### config.mk
export PLATFORM = sky130hd
export DESIGN_NAME = dual_axis_cascaded_pid_servo
export DESIGN_NICKNAME = d
export VERILOG_FILES = /design/src/cpid_pkg.sv /design/src/dual_axis_cascaded_pid_servo.sv /design/src/cpid_lane.sv /design/src/cpid_merge.sv
export VERILOG_INCLUDE_DIRS = /design/src /design/src/src
export SDC_FILE = /design/constraint.sdc
export NUM_CORES = 2
export LEC_CHECK = 0
export BUFFER_PORTS_ARGS = -buffer_cell sky130_fd_sc_hd__buf_2
export CORE_ASPECT_RATIO = 0.6
export CORE_MARGIN = 2
export CORE_UTILIZATION = 66
export CTS_BUF_LIST = sky130_fd_sc_hd__clkbuf_8
export DETAILED_ROUTE_END_ITERATION = 8
export GPL_ROUTABILITY_DRIVEN = 0
export PLACE_DENSITY = 0.83
export SYNTH_ARGS = -nofsm -noshare
export SYNTH_HDL_FRONTEND = slang
export SYNTH_SLANG_ARGS = --single-unit
export TNS_END_PERCENT = 1
### constraint.sdc
create_clock -name clock -period 14.9 [get_ports clock]
set_clock_uncertainty 0.05 [all_clocks]
set_input_delay 2.98 -clock clock [delete_from_list [all_inputs] [get_ports clock]]
set_output_delay 2.98 -clock clock [all_outputs]
set_load 0.005 [all_outputs]
### src/assert_macros.svh
// Assertion helpers shared by the servo controller modules.
// Each macro expects signals named clock and reset in the enclosing module.
`ifndef ASSERT_MACROS_SVH
`define ASSERT_MACROS_SVH

`ifndef SYNTHESIS

`define CPID_ASSERT(lbl, expr, msg) \
   lbl: assert property (@(posedge clock) disable iff (reset) (expr)) else $error(msg);

`define CPID_ASSERT_IMP(lbl, ante, cons, msg) \
   lbl: assert property (@(posedge clock) disable iff (reset) (ante) |-> (cons)) else $error(msg);

`define CPID_ASSERT_NXT(lbl, ante, cons, msg) \
   lbl: assert property (@(posedge clock) disable iff (reset) (ante) |=> (cons)) else $error(msg);

`else

`define CPID_ASSERT(lbl, expr, msg)
`define CPID_ASSERT_IMP(lbl, ante, cons, msg)
`define CPID_ASSERT_NXT(lbl, ante, cons, msg)

`endif

`endif

### src/cpid_pkg.sv
package cpid_pkg;

   localparam int PIX_W   = 8;
   localparam int ERR_W   = 9;
   localparam int DERR_W  = 10;
   localparam int INTEG_W = 32;
   localparam int SERVO_W = 11;
   localparam int TOTAL_W = 36;

   localparam logic [SERVO_W-1:0] SERVO_X_MIN = 11'd1350;
   localparam logic [SERVO_W-1:0] SERVO_X_MAX = 11'd1950;
   localparam logic [SERVO_W-1:0] SERVO_Y_MIN = 11'd1400;
   localparam logic [SERVO_W-1:0] SERVO_Y_MAX = 11'd1950;

   localparam int CSR_IDX_W  = 3;
   localparam int CSR_DATA_W = 11;

   localparam logic [CSR_IDX_W-1:0] REG_POS_KP      = 3'd0;
   localparam logic [CSR_IDX_W-1:0] REG_POS_KI      = 3'd1;
   localparam logic [CSR_IDX_W-1:0] REG_POS_KD      = 3'd2;
   localparam logic [CSR_IDX_W-1:0] REG_VEL_KP      = 3'd3;
   localparam logic [CSR_IDX_W-1:0] REG_VEL_KD      = 3'd4;
   localparam logic [CSR_IDX_W-1:0] REG_CENTER_X    = 3'd5;
   localparam logic [CSR_IDX_W-1:0] REG_CENTER_Y    = 3'd6;
   localparam logic [CSR_IDX_W-1:0] REG_STOP_WINDOW = 3'd7;

   localparam logic [7:0]         RST_POS_KP      = 8'd10;
   localparam logic [3:0]         RST_POS_KI      = 4'd1;
   localparam logic [7:0]         RST_POS_KD      = 8'd100;
   localparam logic [7:0]         RST_VEL_KP      = 8'd12;
   localparam logic [7:0]         RST_VEL_KD      = 8'd8;
   localparam logic [SERVO_W-1:0] RST_CENTER_X    = 11'd1650;
   localparam logic [SERVO_W-1:0] RST_CENTER_Y    = 11'd1675;
   localparam logic [7:0]         RST_STOP_WINDOW = 8'd9;

   typedef struct packed {
      logic [7:0] pos_kp;
      logic [3:0] pos_ki;
      logic [7:0] pos_kd;
      logic [7:0] vel_kp;
      logic [7:0] vel_kd;
   } gains_type;

   // Per-stage load strobes and the integral clear, shared by both axis lanes.
   typedef struct packed {
      logic accept;
      logic clear;
      logic en2;
      logic en3;
   } pipe_ctl_type;

endpackage

### src/dual_axis_cascaded_pid_servo.sv
// Channel | Direction | Handshake             | Payload
// req     | in        | req_tvalid/req_tready | tdata raw/filtered/goal X,Y; tuser stop_enable
// rsp     | out       | rsp_tvalid/rsp_tready | tdata servo_x, servo_y
// csr     | in        | csr_valid/csr_ready   | csr_index, csr_data (always ready)
//
// One sample per cycle is accepted unless a stalled result backs the pipeline up.
// The integral, previous errors and positions update in the accept cycle, which is the
// only loop; products, the servo sum and the clamp follow in three pipeline stages.
// Reset is synchronous and restores the gain registers and clears all loop state.
// A stalled result holds the output register while empty stages keep taking samples.
`include "assert_macros.svh"
module dual_axis_cascaded_pid_servo
   import cpid_pkg::*;
#(
   parameter int INTEGRAL_CLEAR_PERIOD = 200
)(
   input  logic                  clock,
   input  logic                  reset,
   input  logic                  req_tvalid,
   output logic                  req_tready,
   // [7:0] raw_x, [15:8] raw_y, [23:16] filtered_x, [31:24] filtered_y,
   // [39:32] goal_x, [47:40] goal_y
   input  logic [47:0]           req_tdata,
   // [0] stop_enable
   input  logic                  req_tuser,
   output logic                  rsp_tvalid,
   input  logic                  rsp_tready,
   // [10:0] servo_x, [21:11] servo_y, [23:22] zero
   output logic [23:0]           rsp_tdata,
   input  logic                  csr_valid,
   output logic                  csr_ready,
   input  logic [CSR_IDX_W-1:0]  csr_index,
   input  logic [CSR_DATA_W-1:0] csr_data
);

   localparam int CNT_W = $clog2(INTEGRAL_CLEAR_PERIOD);
   localparam logic [CNT_W-1:0] CNT_LAST = CNT_W'(INTEGRAL_CLEAR_PERIOD - 1);

   // Configuration registers.
   gains_type          gains_ff;
   logic [SERVO_W-1:0] center_x_ff, center_y_ff;
   logic [7:0]         stop_window_ff;

   assign csr_ready = 1'b1;

   always_ff @(posedge clock) begin
      if (reset) begin
         gains_ff.pos_kp <= RST_POS_KP;
         gains_ff.pos_ki <= RST_POS_KI;
         gains_ff.pos_kd <= RST_POS_KD;
         gains_ff.vel_kp <= RST_VEL_KP;
         gains_ff.vel_kd <= RST_VEL_KD;
         center_x_ff     <= RST_CENTER_X;
         center_y_ff     <= RST_CENTER_Y;
         stop_window_ff  <= RST_STOP_WINDOW;
      end else if (csr_valid && csr_ready) begin
         case (csr_index)
            REG_POS_KP:      gains_ff.pos_kp <= csr_data[7:0];
            REG_POS_KI:      gains_ff.pos_ki <= csr_data[3:0];
            REG_POS_KD:      gains_ff.pos_kd <= csr_data[7:0];
            REG_VEL_KP:      gains_ff.vel_kp <= csr_data[7:0];
            REG_VEL_KD:      gains_ff.vel_kd <= csr_data[7:0];
            REG_CENTER_X:    center_x_ff     <= csr_data;
            REG_CENTER_Y:    center_y_ff     <= csr_data;
            REG_STOP_WINDOW: stop_window_ff  <= csr_data[7:0];
            default: begin
            end
         endcase
      end
   end

   // Pipeline control: a stage loads when it is empty or its content moves on.
   logic         v1_ff, v2_ff, v3_ff;
   logic         stop1_ff, stop2_ff, stop3_ff;
   logic         en1, en2, en3, en_o;
   logic         accept;
   logic [CNT_W-1:0] cnt_ff, cnt_in;
   pipe_ctl_type ctl;

   always_comb begin
      en_o   = !rsp_tvalid || rsp_tready;
      en3    = !v3_ff || en_o;
      en2    = !v2_ff || en3;
      en1    = !v1_ff || en2;
      accept = req_tvalid && en1;
      cnt_in = (cnt_ff == CNT_LAST) ? '0 : cnt_ff + 1'b1;
      ctl.accept = accept;
      // Every period-th sample starts from a cleared integral.
      ctl.clear  = (cnt_ff == CNT_LAST);
      ctl.en2    = en2;
      ctl.en3    = en3;
   end

   assign req_tready = en1;

   always_ff @(posedge clock) begin
      if (reset) begin
         v1_ff  <= 1'b0;
         v2_ff  <= 1'b0;
         v3_ff  <= 1'b0;
         cnt_ff <= '0;
      end else begin
         if (en1) v1_ff <= req_tvalid;
         if (en2) v2_ff <= v1_ff;
         if (en3) v3_ff <= v2_ff;
         if (accept) cnt_ff <= cnt_in;
      end
   end

   always_ff @(posedge clock) begin
      if (accept) stop1_ff <= req_tuser;
      if (en2)    stop2_ff <= stop1_ff;
      if (en3)    stop3_ff <= stop2_ff;
   end

   logic signed [TOTAL_W-1:0] total_x, total_y;
   logic signed [ERR_W-1:0]   err_x, err_y;

   cpid_lane u_lane_x (
      .clock  (clock),
      .reset  (reset),
      .ctl    (ctl),
      .gains  (gains_ff),
      .center (center_x_ff),
      .raw    (req_tdata[7:0]),
      .filt   (req_tdata[23:16]),
      .goal   (req_tdata[39:32]),
      .total  (total_x),
      .err    (err_x)
   );

   cpid_lane u_lane_y (
      .clock  (clock),
      .reset  (reset),
      .ctl    (ctl),
      .gains  (gains_ff),
      .center (center_y_ff),
      .raw    (req_tdata[15:8]),
      .filt   (req_tdata[31:24]),
      .goal   (req_tdata[47:40]),
      .total  (total_y),
      .err    (err_y)
   );

   logic [SERVO_W-1:0] servo_x, servo_y;

   cpid_merge u_merge (
      .clock       (clock),
      .reset       (reset),
      .load_en     (en_o),
      .valid3      (v3_ff),
      .stop3       (stop3_ff),
      .total_x     (total_x),
      .total_y     (total_y),
      .err_x       (err_x),
      .err_y       (err_y),
      .center_x    (center_x_ff),
      .center_y    (center_y_ff),
      .stop_window (stop_window_ff),
      .out_valid   (rsp_tvalid),
      .servo_x     (servo_x),
      .servo_y     (servo_y)
   );

   assign rsp_tdata = {2'b00, servo_y, servo_x};

   `CPID_ASSERT(a_cnt_range, cnt_ff <= CNT_LAST, "step counter beyond clear period")
   `CPID_ASSERT_NXT(a_cnt_wrap, accept && (cnt_ff == CNT_LAST), cnt_ff == '0, "step counter did not wrap")
   `CPID_ASSERT_IMP(a_ready_empty, !v1_ff, req_tready, "input stalled with empty first stage")
   `CPID_ASSERT_IMP(a_hold_full, rsp_tvalid && !rsp_tready && v3_ff && v2_ff && v1_ff, !req_tready, "sample accepted into a full pipeline")

endmodule

### src/cpid_lane.sv
module cpid_lane
   import cpid_pkg::*;
(
   input  logic                      clock,
   input  logic                      reset,
   input  pipe_ctl_type              ctl,
   input  gains_type                 gains,
   input  logic [SERVO_W-1:0]        center,
   input  logic [PIX_W-1:0]          raw,
   input  logic [PIX_W-1:0]          filt,
   input  logic [PIX_W-1:0]          goal,
   output logic signed [TOTAL_W-1:0] total,
   output logic signed [ERR_W-1:0]   err
);

   // Loop state, updated in the accept cycle so the next item sees it at once.
   logic signed [INTEG_W-1:0] integ_ff, integ_in;
   logic signed [ERR_W-1:0]   perr_ff;
   logic [PIX_W-1:0]          ppos_ff;
   logic signed [ERR_W-1:0]   pverr_ff;

   logic signed [ERR_W-1:0]   err_in;
   logic signed [DERR_W-1:0]  derr_in;
   logic signed [ERR_W-1:0]   verr_in;
   logic signed [DERR_W-1:0]  dverr_in;
   logic signed [INTEG_W-1:0] integ_old;
   logic signed [INTEG_W:0]   isum;
   logic signed [INTEG_W:0]   isum_adj;
   logic signed [INTEG_W-1:0] half;
   logic signed [INTEG_W+4:0] iprod;

   always_comb begin
      err_in    = $signed({1'b0, raw}) - $signed({1'b0, goal});
      derr_in   = {err_in[ERR_W-1], err_in} - {perr_ff[ERR_W-1], perr_ff};
      verr_in   = $signed({1'b0, raw}) - $signed({1'b0, ppos_ff});
      dverr_in  = {verr_in[ERR_W-1], verr_in} - {pverr_ff[ERR_W-1], pverr_ff};
      integ_old = ctl.clear ? '0 : integ_ff;
      isum      = {integ_old[INTEG_W-1], integ_old}
                + {{16{err_in[ERR_W-1]}}, err_in, 8'b0};
      // Halving by the shift floors, so negative sums are bumped first to round toward zero.
      isum_adj  = isum + {{INTEG_W{1'b0}}, isum[INTEG_W]};
      half      = isum_adj[INTEG_W:1];
      iprod     = half * $signed({1'b0, gains.pos_ki});
      if ((iprod[INTEG_W+4:INTEG_W-1] == '0) || (iprod[INTEG_W+4:INTEG_W-1] == '1)) begin
         integ_in = iprod[INTEG_W-1:0];
      end else if (iprod[INTEG_W+4]) begin
         integ_in = {1'b1, {(INTEG_W-1){1'b0}}};
      end else begin
         integ_in = {1'b0, {(INTEG_W-1){1'b1}}};
      end
   end

   always_ff @(posedge clock) begin
      if (reset) begin
         integ_ff <= '0;
         perr_ff  <= '0;
         ppos_ff  <= '0;
         pverr_ff <= '0;
      end else if (ctl.accept) begin
         integ_ff <= integ_in;
         perr_ff  <= err_in;
         ppos_ff  <= filt;
         pverr_ff <= verr_in;
      end
   end

   // Stage 1: errors and the fresh integral.
   logic signed [ERR_W-1:0]   err1_ff;
   logic signed [DERR_W-1:0]  derr1_ff;
   logic signed [ERR_W-1:0]   verr1_ff;
   logic signed [DERR_W-1:0]  dverr1_ff;
   logic signed [INTEG_W-1:0] integ1_ff;

   always_ff @(posedge clock) begin
      if (ctl.accept) begin
         err1_ff   <= err_in;
         derr1_ff  <= derr_in;
         verr1_ff  <= verr_in;
         dverr1_ff <= dverr_in;
         integ1_ff <= integ_in;
      end
   end

   // Stage 2: the four gain products.
   logic signed [17:0]        pp_in, vp_in;
   logic signed [18:0]        pd_in, vd_in;
   logic signed [17:0]        pp2_ff, vp2_ff;
   logic signed [18:0]        pd2_ff, vd2_ff;
   logic signed [INTEG_W-1:0] integ2_ff;
   logic signed [ERR_W-1:0]   err2_ff;

   always_comb begin
      pp_in = $signed({1'b0, gains.pos_kp}) * err1_ff;
      pd_in = $signed({1'b0, gains.pos_kd}) * derr1_ff;
      vp_in = $signed({1'b0, gains.vel_kp}) * verr1_ff;
      vd_in = $signed({1'b0, gains.vel_kd}) * dverr1_ff;
   end

   always_ff @(posedge clock) begin
      if (ctl.en2) begin
         pp2_ff    <= pp_in;
         pd2_ff    <= pd_in;
         vp2_ff    <= vp_in;
         vd2_ff    <= vd_in;
         integ2_ff <= integ1_ff;
         err2_ff   <= err1_ff;
      end
   end

   // Stage 3: center minus four times the velocity term minus the position terms, Q.8.
   logic signed [19:0]        vel;
   logic signed [TOTAL_W-1:0] total_in;
   logic signed [TOTAL_W-1:0] total3_ff;
   logic signed [ERR_W-1:0]   err3_ff;

   always_comb begin
      vel      = 20'(vp2_ff) - 20'(vd2_ff);
      total_in = $signed({17'b0, center, 8'b0})
               - (TOTAL_W'(vel) <<< 10)
               - (TOTAL_W'(pp2_ff) <<< 8)
               - TOTAL_W'(integ2_ff)
               - (TOTAL_W'(pd2_ff) <<< 8);
   end

   always_ff @(posedge clock) begin
      if (ctl.en3) begin
         total3_ff <= total_in;
         err3_ff   <= err2_ff;
      end
   end

   assign total = total3_ff;
   assign err   = err3_ff;

endmodule

### src/cpid_merge.sv
`include "assert_macros.svh"
module cpid_merge
   import cpid_pkg::*;
(
   input  logic                      clock,
   input  logic                      reset,
   input  logic                      load_en,
   input  logic                      valid3,
   input  logic                      stop3,
   input  logic signed [TOTAL_W-1:0] total_x,
   input  logic signed [TOTAL_W-1:0] total_y,
   input  logic signed [ERR_W-1:0]   err_x,
   input  logic signed [ERR_W-1:0]   err_y,
   input  logic [SERVO_W-1:0]        center_x,
   input  logic [SERVO_W-1:0]        center_y,
   input  logic [7:0]                stop_window,
   output logic                      out_valid,
   output logic [SERVO_W-1:0]        servo_x,
   output logic [SERVO_W-1:0]        servo_y
);

   function automatic logic [SERVO_W-1:0] servo_clamp(input logic signed [TOTAL_W-1:0] t,
                                                      input logic [SERVO_W-1:0] lo,
                                                      input logic [SERVO_W-1:0] hi);
      logic signed [TOTAL_W-1:0] lo_q;
      logic signed [TOTAL_W-1:0] hi_q;
      logic [SERVO_W-1:0]        r;
      lo_q = $signed({17'b0, lo, 8'b0});
      hi_q = $signed({17'b0, hi, 8'b0});
      // Inside the limits the sum is positive, so dropping the fraction truncates toward zero.
      if (t >= hi_q) begin
         r = hi;
      end else if (t <= lo_q) begin
         r = lo;
      end else begin
         r = t[SERVO_W+7:8];
      end
      return r;
   endfunction

   logic signed [ERR_W:0] win;
   logic signed [ERR_W:0] ex, ey;
   logic                  near;
   logic [SERVO_W-1:0]    sx_in, sy_in;

   always_comb begin
      win   = $signed({2'b0, stop_window});
      ex    = {err_x[ERR_W-1], err_x};
      ey    = {err_y[ERR_W-1], err_y};
      near  = (ex <= win) && (-ex <= win) && (ey <= win) && (-ey <= win);
      if (stop3 && near) begin
         sx_in = center_x;
         sy_in = center_y;
      end else begin
         sx_in = servo_clamp(total_x, SERVO_X_MIN, SERVO_X_MAX);
         sy_in = servo_clamp(total_y, SERVO_Y_MIN, SERVO_Y_MAX);
      end
   end

   logic               valid_ff;
   logic [SERVO_W-1:0] sx_ff, sy_ff;

   always_ff @(posedge clock) begin
      if (reset) begin
         valid_ff <= 1'b0;
      end else if (load_en) begin
         valid_ff <= valid3;
      end
   end

   always_ff @(posedge clock) begin
      if (load_en && valid3) begin
         sx_ff <= sx_in;
         sy_ff <= sy_in;
      end
   end

   assign out_valid = valid_ff;
   assign servo_x   = sx_ff;
   assign servo_y   = sy_ff;

   `CPID_ASSERT_IMP(a_servo_x_range, valid_ff, ((sx_ff >= SERVO_X_MIN) && (sx_ff <= SERVO_X_MAX)) || (sx_ff == center_x), "servo_x outside limits")
   `CPID_ASSERT_IMP(a_servo_y_range, valid_ff, ((sy_ff >= SERVO_Y_MIN) && (sy_ff <= SERVO_Y_MAX)) || (sy_ff == center_y), "servo_y outside limits")

endmodule
==> results_dict.tcl <==
set metrics [dict create \
    synth-seq-area-share_pct 26.1 \
    worstPathBufferInverterCount 6 \
    finalWorstPathRequiredPeriod_ns 14.34 \
    yosys_register_bits 679 \
    report.final.hold_viol_count 0 \
    max_freq_mhz 69.7 \
    timing.critical_path.required_ns 15.57 \
    area_contributors_post_synth "sky130_fd_sc_hd__edfxtp_1 21%, sky130_fd_sc_hd__fa_1 18%, sky130_fd_sc_hd__ha_1 14%" \
    synth_enable_flop_cells 485 \
    layout_common_cells "1336 x sky130_fd_sc_hd__inv_1, 819 x sky130_fd_sc_hd__ha_1, 715 x sky130_fd_sc_hd__nand2_1" \
    setup_viol 0 \
    dp_area_mm2 0.0725 \
    rsz_0062_raised_after_global_routing "no" \
    floorplan.initialDensity_pct 67.0 \
    fin_crit_sh_pct 96.3 \
    cts.root.buffer_cell "sky130_fd_sc_hd__clkbuf_8" \
    max_slew.worst_pin.slew_ns 1.32 \
    yosysWarnings 0 \
    run_status "completed" \
    hpwl_um 144000 \
    cts_buf_count 98 \
    timing.max_slew.rel_slack_pct 11.7 \
    crit_path_start_kind "input port" \
    grt_pass1_wl_um 293000 \
    clock-sinks 679 \
    ys_flop_type "sky130_fd_sc_hd__edfxtp_1" \
    detail_route.drc_violations 0 \
    postCtsSetupBuffers 0 \
    route.antenna.remaining_nets 0 \
    drv_cap 0 \
    clockBufferDepth 3 \
    critical_path.max_fanout 31 \
    yosysUniqueCellTypes 109 \
    cp_slowest_stage_delay_ns 0.65 \
    finalWirelength_um 183000 \
    worst_ep_arrival_time_ns 15.01 \
    critical_path.most_common_cell "sky130_fd_sc_hd__ha_1" \
    cts_hold_buf 0 \
    net_count_of_the_finished_layout 9105 \
    groute.usage.overall_pct 33.8 \
    path_class "input port to register" \
    critical_path.top_delay_family "compound AO/OA/AOI/OAI gates" \
    post-synth-top-area-fraction_pct 20.6 \
    die_height_um 258 \
    grt_pass1_vias 53592 \
    clock_tree_from_tritoncts "built" \
    postSynthCellCount 7544 \
    ys_async_sr_fraction_pct 0 \
    worst_setup_path_end_kind "register" \
    drive_gt1_share_pct 5.14 \
    largest_net_degree_at_the_start_of_global_routing 99 \
    final_slew_viol_count 0 \
    post-synth-top-area-cell "sky130_fd_sc_hd__edfxtp_1" \
    area.growth.synth_to_final_pct 5.54 \
    grt_overflow 0 \
    avgViaCountPerCell 5.99 \
    std_cell_rows 92 \
    postLayoutCellArea_mm2 0.0746 \
    routed-via-count 54359 \
    detail_route.iter0.violations 6109 \
    chipWidth_um 427 \
    syn_area_mm2 0.0707 \
    dieArea_mm2 0.110 \
    io_buffers 91 \
    grt_antenna_before_repair 14 \
    clk_pin_slew_worst_paths_ns 0.07 \
    insertion_delay_to_the_later_sink_of_the_worst_skew_pair_ns 0.83 \
    timing.hold.worst.class "register to register" \
    commonest_non_fill_non_tap_cell_in_the_layout "sky130_fd_sc_hd__inv_1" \
    io-pin-count 95 \
    final_routed_wire_length_divided_by_cell_count_um 20.2 \
    htree_num_levels 3 \
    post_cts.resized_instances 0 \
    dr.pass1.iters 7 \
    synth_area_per_cell_um2 9.37 \
    critPathSlowestCell "sky130_fd_sc_hd__a31o_2" \
    fp.coreArea_mm2 0.106 \
]
[logic make-up (layout without fill, tap and decap cells)]
kind of cell | after synthesis | count (layout) | synth area share, %
XOR/XNOR | 437 | 437 | 5.43
buffers and inverters | 1516 | 1630 | 8.17
other | 2 | 7 | 0.0106
flip-flops | 679 | 679 | 26.1
AND/OR/NAND/NOR | 2167 | 2167 | 15.3
adder cells (fa/ha/maj) | 1466 | 1466 | 32.8
AO/OA/AOI/OAI | 1218 | 1218 | 11.4
multiplexers | 59 | 59 | 0.851
[final cells by class]
cell class | instances | area [µm²]
clock buffers | 108 | 1490
multi-input cells | 5350 | 46600
well taps | 1410 | 1760
inverters | 1314 | 4940
clock inverters | 77 | 629
diodes | 4 | 10.0
fillers | 7533 | 30900
repair buffers | 131 | 778
flip-flops and latches | 679 | 18400
[per-stage QoR]
step	hold slack (ns)	utilization, %	setup WS (ns)	setup TNS [ns]	cells
5_1_grt	0.369	70.7	0.0414	0	9071
2_1_floorplan	0.350	-	1.21	0	7545
6_report	0.371	70.7	0.558	0	9073
4_1_cts	0.349	70.7	0.638	0	9069
3_3_place_gp	0.352	68.6	0.376	0	8884
3_5_place_dp	0.355	68.6	-0.150	-3.61	8884
[cell usage after synthesis (all sizes together), types with 23 or more instances]
library cell and number:
inv 1313, ha 819, nand2 718, fa 644
edfxtp 485, and2 478, a21oi 374, nor2 355
xnor2 294, o21ai 253, dfxtp 194, clkbuf 169
nor2b 155, xor2 142, nand2b 106, a21o 105
nor3 91, a211oi 70, nand3 70, o21a 69
o21bai 57, mux2i 50, nand4 41, a21boi 36
o311ai 34, buf 33, nor4 33, o211ai 31
and3 29, or2 27, a211o 25, a31oi 23
[path summary, 6_finish.rpt]
| check | to | slack [ns] | depth (start not counted) | from |
|---|---|---|---|---|
| max | u_lane_y.integ_ff[26]$_SDFFE_PP0P_ | 0.56 | 45 | req_tdata[8] |
| min | u_lane_y.err[3]$_DFFE_PP_ | 0.37 | 0 | u_lane_y.err2_ff[3]$_DFFE_PP_ |
| max reg2reg | u_lane_y.integ_ff[26]$_SDFFE_PP0P_ | 2.35 | 42 | cnt_ff[0]$_SDFFE_PP0P_ |
| min reg2reg | u_lane_y.err[3]$_DFFE_PP_ | 0.37 | 0 | u_lane_y.err2_ff[3]$_DFFE_PP_ |
[flip-flops by register name, summed over array words and instances (netlist names), 18 cells and up]
name	flops
gains_ff	36
u_lane_x.total	36
u_lane_y.total	36
u_lane_x.integ1_ff	32
u_lane_x.integ2_ff	32
u_lane_x.integ_ff	32
u_lane_y.integ1_ff	32
u_lane_y.integ2_ff	32
u_lane_y.integ_ff	32
u_lane_x.pd2_ff	19
u_lane_x.vd2_ff	19
u_lane_y.pd2_ff	19
u_lane_y.vd2_ff	19
u_lane_x.pp2_ff	18
u_lane_x.vp2_ff	18
u_lane_y.pp2_ff	18
u_lane_y.vp2_ff	18
[layer usage]
layer	GRT usage, %	vias up	routed length, µm
met3	9.78	409	24300
met1	50.2	26106	77400
met2	47.7	2965	75200
met5	0	-	83
met4	10.1	10	5970
li1	-	24869	-
Power is not shown: default switching activity piles up to over one toggle a cycle in this logic, so the estimate is an artifact.
